### src/dfrc_pkg.sv
// Shared types and constants for the dimmer fade ramp controller.
package dfrc_pkg;

    // Default level width, unsigned Q0.LEVEL_BITS
    localparam int LEVEL_BITS_DEF = 16;

    // Configuration register index width and indexes
    localparam int CFG_IDX_BITS = 2;
    localparam logic [CFG_IDX_BITS-1:0] CFG_MIN_LEVEL = 2'd0;
    localparam logic [CFG_IDX_BITS-1:0] CFG_MAX_LEVEL = 2'd1;
    localparam logic [CFG_IDX_BITS-1:0] CFG_RAMP_STEP = 2'd2;

    // Event kinds
    typedef enum logic [1:0] {
        OP_SWITCH = 2'd0,
        OP_TARGET = 2'd1,
        OP_TICK   = 2'd2,
        OP_ANALOG = 2'd3
    } t_op;

    // Light status codes
    typedef enum logic [2:0] {
        ST_OFF         = 3'd0,
        ST_ON          = 3'd1,
        ST_MID         = 3'd2,
        ST_TO_FULL_ON  = 3'd3,
        ST_TO_FULL_OFF = 3'd4,
        ST_RISING      = 3'd5,
        ST_FALLING     = 3'd6
    } t_status;

    // Lamp command flags produced by one event
    typedef struct packed {
        logic drive_valid;
        logic switch_valid;
        logic switch_cmd;
    } t_flags;

endpackage

### src/dfrc_fade_core.sv
// Next-state and result logic for one dimmer event.
module dfrc_fade_core #(
    parameter int LEVEL_BITS = dfrc_pkg::LEVEL_BITS_DEF
) (
    input  dfrc_pkg::t_op         i_op,
    input  logic                  i_switch_on,
    input  logic [LEVEL_BITS-1:0] i_level_in,
    input  logic [LEVEL_BITS-1:0] i_min_level,
    input  logic [LEVEL_BITS-1:0] i_max_level,
    input  logic [LEVEL_BITS-1:0] i_ramp_step,
    input  logic [LEVEL_BITS-1:0] i_level_now,
    input  logic [LEVEL_BITS-1:0] i_fade_target,
    input  dfrc_pkg::t_status     i_status,
    output logic [LEVEL_BITS-1:0] o_level_next,
    output logic [LEVEL_BITS-1:0] o_target_next,
    output dfrc_pkg::t_status     o_status_next,
    output logic [LEVEL_BITS-1:0] o_drive_level,
    output dfrc_pkg::t_flags      o_flags
);

    localparam logic [LEVEL_BITS-1:0] LEVEL_FULL = {LEVEL_BITS{1'b1}};
    localparam logic [LEVEL_BITS-1:0] LEVEL_ZERO = '0;

    // Status shown while a fade toward tgt is under way
    function automatic dfrc_pkg::t_status fade_status(
        input logic [LEVEL_BITS-1:0] tgt,
        input logic [LEVEL_BITS-1:0] mx,
        input logic [LEVEL_BITS-1:0] mn,
        input logic [LEVEL_BITS-1:0] cur
    );
        dfrc_pkg::t_status st;
        if (tgt >= mx) begin
            st = dfrc_pkg::ST_TO_FULL_ON;
        end else if (tgt <= mn) begin
            st = dfrc_pkg::ST_TO_FULL_OFF;
        end else if (tgt >= cur) begin
            st = dfrc_pkg::ST_RISING;
        end else begin
            st = dfrc_pkg::ST_FALLING;
        end
        return st;
    endfunction

    logic                  fade_on;
    logic [LEVEL_BITS-1:0] clamp_hi;
    logic [LEVEL_BITS-1:0] clamped;
    logic [LEVEL_BITS:0]   sum_up;
    logic [LEVEL_BITS:0]   sum_dn;

    assign fade_on  = (i_ramp_step != LEVEL_ZERO);
    // max limit first, then min, so min wins on crossed limits
    assign clamp_hi = (i_level_in > i_max_level) ? i_max_level : i_level_in;
    assign clamped  = (clamp_hi < i_min_level) ? i_min_level : clamp_hi;
    assign sum_up   = {1'b0, i_level_now} + {1'b0, i_ramp_step};
    assign sum_dn   = {1'b0, i_fade_target} + {1'b0, i_ramp_step};

    // Event decode
    always_comb begin
        o_level_next  = i_level_now;
        o_target_next = i_fade_target;
        o_status_next = i_status;
        o_drive_level = LEVEL_ZERO;
        o_flags       = '0;
        case (i_op)
            dfrc_pkg::OP_SWITCH: begin
                o_flags.switch_valid = 1'b1;
                o_flags.switch_cmd   = i_switch_on;
                if (fade_on) begin
                    o_target_next = i_switch_on ? i_max_level : i_min_level;
                    o_status_next = fade_status(o_target_next, i_max_level,
                                                i_min_level, i_level_now);
                end else if (i_switch_on) begin
                    if (i_max_level != LEVEL_FULL) begin
                        o_flags.drive_valid = 1'b1;
                        o_drive_level       = i_max_level;
                    end
                    o_level_next  = i_max_level;
                    o_status_next = dfrc_pkg::ST_ON;
                end else begin
                    if (i_min_level != LEVEL_ZERO) begin
                        o_flags.drive_valid = 1'b1;
                        o_drive_level       = i_min_level;
                    end
                    o_level_next  = i_min_level;
                    o_status_next = dfrc_pkg::ST_OFF;
                end
            end
            dfrc_pkg::OP_TARGET: begin
                if (fade_on) begin
                    o_target_next = clamped;
                    o_status_next = fade_status(clamped, i_max_level,
                                                i_min_level, i_level_now);
                end else begin
                    o_flags.drive_valid = 1'b1;
                    o_drive_level       = clamped;
                    o_level_next        = clamped;
                    if (clamped >= i_max_level) begin
                        // behaves as an immediate switch-on
                        o_flags.switch_valid = 1'b1;
                        o_flags.switch_cmd   = 1'b1;
                        if (i_max_level != LEVEL_FULL) begin
                            o_drive_level = i_max_level;
                        end
                        o_level_next  = i_max_level;
                        o_status_next = dfrc_pkg::ST_ON;
                    end else if (clamped <= i_min_level) begin
                        // behaves as an immediate switch-off
                        o_flags.switch_valid = 1'b1;
                        o_flags.switch_cmd   = 1'b0;
                        if (i_min_level != LEVEL_ZERO) begin
                            o_drive_level = i_min_level;
                        end
                        o_level_next  = i_min_level;
                        o_status_next = dfrc_pkg::ST_OFF;
                    end else begin
                        o_status_next = dfrc_pkg::ST_MID;
                    end
                end
            end
            dfrc_pkg::OP_TICK: begin
                if (fade_on && (i_level_now != i_fade_target)) begin
                    if (i_fade_target > i_level_now) begin
                        if (sum_up >= {1'b0, i_fade_target}) begin
                            o_level_next  = i_fade_target;
                            o_status_next = (i_fade_target >= i_max_level) ?
                                            dfrc_pkg::ST_ON : dfrc_pkg::ST_MID;
                        end else begin
                            o_level_next = sum_up[LEVEL_BITS-1:0];
                        end
                    end else begin
                        if ({1'b0, i_level_now} <= sum_dn) begin
                            o_level_next  = i_fade_target;
                            o_status_next = (i_fade_target <= i_min_level) ?
                                            dfrc_pkg::ST_OFF : dfrc_pkg::ST_MID;
                        end else begin
                            o_level_next = i_level_now - i_ramp_step;
                        end
                    end
                    o_flags.drive_valid = 1'b1;
                    o_drive_level       = o_level_next;
                end
            end
            dfrc_pkg::OP_ANALOG: begin
                if (i_level_in >= i_max_level) begin
                    o_status_next = dfrc_pkg::ST_ON;
                    o_level_next  = i_max_level;
                end else if (i_level_in <= i_min_level) begin
                    o_status_next = dfrc_pkg::ST_OFF;
                    o_level_next  = i_min_level;
                end else begin
                    o_status_next = dfrc_pkg::ST_MID;
                    o_level_next  = i_level_in;
                end
                o_target_next        = o_level_next;
                o_flags.switch_valid = 1'b1;
                o_flags.switch_cmd   = (o_status_next != dfrc_pkg::ST_OFF);
                o_flags.drive_valid  = 1'b1;
                o_drive_level        = o_level_next;
            end
            default: begin
                o_level_next = i_level_now;
            end
        endcase
    end

endmodule

### src/dimmer_fade_ramp_controller_top.sv
// Top level of the dimmer fade ramp controller: stream ports, state and config registers.
//
// Dimmable light controller. Each input word is one event (on/off, set target,
// minute tick, set analog); each event yields exactly one result word with the
// new level, the status and any lamp drive/switch commands. The block takes one
// event per clock cycle while the result is not stalled. An accepted event is held
// in the input register and moves into the result register when the result slot
// is free; a stalled result holds the input register and drops s_axis_tready. The
// rate is set by the level/target/status registers: an event's decode, clamp and
// one add/compare close back into them. Configuration (min level, max level, ramp
// step) is to be written by the user through its own channel while the stream is
// idle; the block itself does not enforce this. Writes to an index outside the
// three registers are accepted and dropped.
module dimmer_fade_ramp_controller_top #(
    parameter int LEVEL_BITS = dfrc_pkg::LEVEL_BITS_DEF
) (
    input  logic                              i_clk,
    input  logic                              i_rst_n,
    // configuration write channel
    input  logic                              i_cfg_valid,
    output logic                              o_cfg_ready,
    input  logic [dfrc_pkg::CFG_IDX_BITS-1:0] i_cfg_index,
    input  logic [LEVEL_BITS-1:0]             i_cfg_data,
    // event input
    input  logic                              s_axis_tvalid,
    output logic                              s_axis_tready,
    // tdata, low bit up: switch_on, level_in, zero fill
    input  logic [((LEVEL_BITS+8)/8)*8-1:0]   s_axis_tdata,
    // tuser: op
    input  logic [1:0]                        s_axis_tuser,
    // result output
    output logic                              m_axis_tvalid,
    input  logic                              m_axis_tready,
    // tdata, low bit up: current_level, light_status, drive_valid,
    // drive_level, switch_valid, switch_cmd, zero fill
    output logic [((2*LEVEL_BITS+13)/8)*8-1:0] m_axis_tdata
);

    localparam int OUT_W = ((2*LEVEL_BITS+13)/8)*8;

    // configuration
    logic [LEVEL_BITS-1:0] r_min_level;
    logic [LEVEL_BITS-1:0] r_max_level;
    logic [LEVEL_BITS-1:0] r_ramp_step;

    // light state
    logic [LEVEL_BITS-1:0] r_level;
    logic [LEVEL_BITS-1:0] r_target;
    dfrc_pkg::t_status     r_status;

    // input register
    logic                  r_in_valid;
    dfrc_pkg::t_op         r_in_op;
    logic                  r_in_switch_on;
    logic [LEVEL_BITS-1:0] r_in_level;

    // result register
    logic                  r_out_valid;
    logic [LEVEL_BITS-1:0] r_out_level;
    dfrc_pkg::t_status     r_out_status;
    logic [LEVEL_BITS-1:0] r_out_drive_level;
    dfrc_pkg::t_flags      r_out_flags;

    logic                  in_take;
    logic                  advance;
    logic [LEVEL_BITS-1:0] n_level;
    logic [LEVEL_BITS-1:0] n_target;
    dfrc_pkg::t_status     n_status;
    logic [LEVEL_BITS-1:0] n_drive_level;
    dfrc_pkg::t_flags      n_flags;

    // handshake: the input register moves on when the result slot is free
    assign advance       = r_in_valid && (!r_out_valid || m_axis_tready);
    assign s_axis_tready = !r_in_valid || advance;
    assign in_take       = s_axis_tvalid && s_axis_tready;
    assign o_cfg_ready   = 1'b1;

    // configuration registers
    always_ff @(posedge i_clk) begin
        if (!i_rst_n) begin
            r_min_level <= '0;
            r_max_level <= {LEVEL_BITS{1'b1}};
            r_ramp_step <= '0;
        end else if (i_cfg_valid) begin
            case (i_cfg_index)
                dfrc_pkg::CFG_MIN_LEVEL: r_min_level <= i_cfg_data;
                dfrc_pkg::CFG_MAX_LEVEL: r_max_level <= i_cfg_data;
                dfrc_pkg::CFG_RAMP_STEP: r_ramp_step <= i_cfg_data;
                default: r_ramp_step <= r_ramp_step;
            endcase
        end
    end

    // input register
    always_ff @(posedge i_clk) begin
        if (!i_rst_n) begin
            r_in_valid <= 1'b0;
        end else if (s_axis_tready) begin
            r_in_valid <= s_axis_tvalid;
        end
    end

    always_ff @(posedge i_clk) begin
        if (in_take) begin
            r_in_op        <= dfrc_pkg::t_op'(s_axis_tuser);
            r_in_switch_on <= s_axis_tdata[0];
            r_in_level     <= s_axis_tdata[LEVEL_BITS:1];
        end
    end

    // event logic
    dfrc_fade_core #(
        .LEVEL_BITS (LEVEL_BITS)
    ) u_core (
        .i_op          (r_in_op),
        .i_switch_on   (r_in_switch_on),
        .i_level_in    (r_in_level),
        .i_min_level   (r_min_level),
        .i_max_level   (r_max_level),
        .i_ramp_step   (r_ramp_step),
        .i_level_now   (r_level),
        .i_fade_target (r_target),
        .i_status      (r_status),
        .o_level_next  (n_level),
        .o_target_next (n_target),
        .o_status_next (n_status),
        .o_drive_level (n_drive_level),
        .o_flags       (n_flags)
    );

    // light state, updated as each event moves into the result register
    always_ff @(posedge i_clk) begin
        if (!i_rst_n) begin
            r_level  <= '0;
            r_target <= '0;
            r_status <= dfrc_pkg::ST_OFF;
        end else if (advance) begin
            r_level  <= n_level;
            r_target <= n_target;
            r_status <= n_status;
        end
    end

    // result register
    always_ff @(posedge i_clk) begin
        if (!i_rst_n) begin
            r_out_valid <= 1'b0;
        end else if (advance) begin
            r_out_valid <= 1'b1;
        end else if (m_axis_tready) begin
            r_out_valid <= 1'b0;
        end
    end

    always_ff @(posedge i_clk) begin
        if (advance) begin
            r_out_level       <= n_level;
            r_out_status      <= n_status;
            r_out_drive_level <= n_drive_level;
            r_out_flags       <= n_flags;
        end
    end

    assign m_axis_tvalid = r_out_valid;
    assign m_axis_tdata  = OUT_W'({r_out_flags.switch_cmd, r_out_flags.switch_valid,
                                   r_out_drive_level, r_out_flags.drive_valid,
                                   r_out_status, r_out_level});

    // checks
    a_state_holds: assert property (@(posedge i_clk) disable iff (!i_rst_n)
        !advance |=> $stable(r_level) && $stable(r_target) && $stable(r_status))
        else $error("light state changed without an event");

    a_result_follows: assert property (@(posedge i_clk) disable iff (!i_rst_n)
        advance |=> r_out_valid)
        else $error("event did not reach the result register");

    a_level_matches: assert property (@(posedge i_clk) disable iff (!i_rst_n)
        r_out_valid |-> (r_out_level == r_level) && (r_out_status == r_status))
        else $error("pending result disagrees with light state");

    a_drive_zero: assert property (@(posedge i_clk) disable iff (!i_rst_n)
        (r_out_valid && !r_out_flags.drive_valid) |-> (r_out_drive_level == '0))
        else $error("drive level set without a drive command");

    a_off_cmd: assert property (@(posedge i_clk) disable iff (!i_rst_n)
        (r_out_valid && r_out_flags.switch_valid && (r_out_status == dfrc_pkg::ST_OFF))
        |-> !r_out_flags.switch_cmd)
        else $error("switch-on command with status off");

endmodule
### config.mk
export PLATFORM = sky130hd
export DESIGN_NAME = dimmer_fade_ramp_controller_top
export DESIGN_NICKNAME = d
export VERILOG_FILES = /design/src/dfrc_pkg.sv /design/src/dfrc_fade_core.sv /design/src/dimmer_fade_ramp_controller_top.sv
export SDC_FILE = /design/constraint.sdc
export NUM_CORES = 1
export LEC_CHECK = 0
export BUFFER_PORTS_ARGS = -buffer_cell sky130_fd_sc_hd__clkbuf_2
export CELL_PAD_IN_SITES_DETAIL_PLACEMENT = 0
export CELL_PAD_IN_SITES_GLOBAL_PLACEMENT = 1
export CORE_MARGIN = 1
export CORE_UTILIZATION = 48
export CTS_CLUSTER_SIZE = 24
export DETAILED_ROUTE_END_ITERATION = 12
export GPL_TIMING_DRIVEN = 0
export PLACE_DENSITY_LB_ADDON = 0.05
export SLEW_MARGIN = 40
export SYNTH_ARGS = -nofsm -noshare
export SYNTH_HDL_FRONTEND = slang
export SYNTH_SLANG_ARGS = --single-unit
### constraint.sdc
create_clock -name i_clk -period 7.5 [get_ports i_clk]
set_input_delay 0.375 -clock i_clk [delete_from_list [all_inputs] [get_ports i_clk]]
set_output_delay 0.375 -clock i_clk [all_outputs]
set_load 0.01 [all_outputs]
==> metrics <==
Tmin final=7.51 ns; GR Util All Layers=0.416; area share of the largest cell type after synthesis=0.219; critical path's largest stage delay=between 0.6 and 0.7 ns; WP data arrival=7.74 ns; Initial Util=0.489; clk sink count=142; # IOs=92; outcome=complete, but fails checks; ratio of cells with drive above 1 in the final layout=0.145; LEAKAGE=between 7 and 8 nW; most used flip-flop cell after synthesis=dfxtp_1; top cells by count, synth=270 x ha_1, 184 x nand2_1, 138 x a21oi_1, 119 x inv_1, 103 x nor2_1; Yosys top cell by area=ha_1; Max Buffers Root-to-Sink=2; final hold viol count=0; peak supply drop=151 uV; WP data required=7.74 ns; Syn Std Cell Area=15400 um2; Syn. warnings=0; FF+latch count, synth=142; Root Buffer=clkbuf_16; number of buffers inserted by port buffering=80; largest net degree at the start of global routing=34; CTS tree=done; # setup viols final=1; row cnt=65; count leader, synth=ha_1; DP Worst Slack=-1.15 ns; placed cell area=16400 um2; CP max stage cell=or4_4; final WL=slightly below 70 mm; Area growth, synth to finish=12.4%; clock slew at reported path FFs=roughly 0.07 ns; Crit Path Category=reg -> reg; synth top area cells=ha_1 22%, edfxtp_1 11%, dfxtp_1 11%, a21oi_1 4.5%, nand2_1 4.5%; post-route cell area=~17000 um2; post-route ant nets=0; Critical path origin=r_max_level[10]; max_cap viols=0; post-synth cell types=102; final-stage net count=2281; Initial DRT Pass Iterations=7; Syn Area/Cell=8.40 um2; CP most frequent cell=ha_1; Final Slew Violations=0; Hold WS=0.0945 ns; Pwr Total=roughly 3.4 mW; Period Utilization, post-route=1.00; fmax=0.133 GHz; gr ovfl total=0; initial DRC count=2205; critical path startpoint category=register; area of the die=roughly 33000 um2; clock skew=0.0169 ns; detailed placement HPWL=55.4 mm; Post-synth ARST share=0; DRC=0; Core Region=31600 um2; CP Capture Type=register; reg2reg start=r_max_level[10]; Worst-Margin Slew=0.976 ns; vias per std cell=6.88; number of global-route vias before repair=15500; PwrDens=196 nW/um2; Die Height=181 um; setup slack after layout=-0.00788 ns; htree depth=4; CTS buffer count=17; Hold Startpoint=s_axis_tdata[5]; Die X-Extent=~180 um; via count=16300; Min-Delay Path Class=in -> reg; hold buffers post-CTS=0; initial antenna violation count=1; Post-synth EDFFs=57; Slew Limit Headroom=0.345; register area share after synthesis=0.221; failing checks=negative setup slack; Avg WL per Cell=29.0 um; RSZ-0062 raised after global routing=yes; first-pass GRT wire length=99.7 mm; GP Congestion=between 1 and 1.5; worst-path fanout max=10; Mapped Cells=around 1800; clk_lat worst skew=0.45 ns
## where the power goes
part	switching [mW]	internal [mW]	total, mW
clock	0.402	0.443	0.845
combinational	1.02	0.573	1.59
sequential	0.0832	0.869	0.952
## layout make-up
cell class,instances,area [um2]
Antenna cell,1,2.50
Buffer,84,417
Clock buffer,18,439
Clock inverter,14,118
Fill cell,3040,14200
Inverter,123,473
Multi-Input combinational cell,1489,11400
Sequential cell,142,3430
Tap cell,402,503
Timing Repair Buffer,102,573
## metal layers
layer,vias up,share of wire,GRT usage
met4,0,0.071,0.262
met5,-,0,0
met3,224,0.095,0.0744
met2,997,0.44,0.654
met1,7814,0.40,0.526
li1,7300,-,-
## flip-flops by register name, summed over array words and instances (netlist names), 2 cells and up
signal and cells:
r_in_level 16, r_target 16, r_in_op 2, r_ramp_step 16
r_out_level 16, r_status 3, r_min_level 16, r_max_level 16
r_level 16, m_axis_tdata 3, r_out_drive_level 16, r_out_status 3
## layout by cell type, fill, tap and decap left out, types with 13 or more instances in the layout
cell type and n:
a211oi_1 40, a21o_1 58, a21oi_1 137, a221oi_1 13, a222oi_1 13, a22o_1 14, a311oi_1 14, a31oi_1 24
buf_2 13, buf_4 28, clkbuf_1 51, clkbuf_16 17, clkbuf_2 86, dfxtp_1 73, edfxtp_1 57, ha_1 270
inv_1 105, inv_2 13, mux2_2 16, mux2i_1 31, nand2_1 181, nand2b_1 16, nand3_1 39, nand4_1 39
nor2_1 101, nor2b_1 14, nor3_1 26, nor4_1 17, o211ai_1 45, o21a_1 31, o21ai_0 79, o21ai_1 14
xnor2_1 21
## through the flow
step                       util  std cells  setup TNS [ns]
final                     0.549       2375        -0.00788
after global routing      0.549       2374         -0.0304
after floorplan               -       1838               0
after detailed placement  0.519       2322          -45.32
after CTS                 0.543       2361               0
after global placement    0.518       2320          -71.54
## worst max-delay path, delay by kind of cell (launching register included)
kind,cells,cell delay (ns)
AND/OR/NAND/NOR,6,1.67
AO/OA/AOI/OAI,11,2.35
multiplexers,2,0.84
adder cells (fa/ha/maj),3,0.95
buffers and inverters,5,1.05
flip-flops,1,0.42
## cell families after synthesis
group           synth area share
simple gates               0.159
mux                       0.0331
fa+ha+maj                  0.223
other cells             0.000487
xor+xnor                  0.0176
buf+inv                   0.0552
compound gates             0.290
flops                      0.221
## what timing repair did
action,CTS,global route
setup buffers,7,12
endpoints found under the setup margin,56,52
cloned,0,1
pin swaps,2,12
resized for setup,38,40
## final timing paths
check | slack [ns] | endpoint | cells past startpoint
max | -0.008 | r_out_drive_level[0] | 27
min | 0.09 | r_in_level[4] | 1
max reg2reg | -0.008 | r_out_drive_level[0] | 27
min reg2reg | 0.53 | m_axis_tvalid | 2
(Power assumes the default switching activity.)
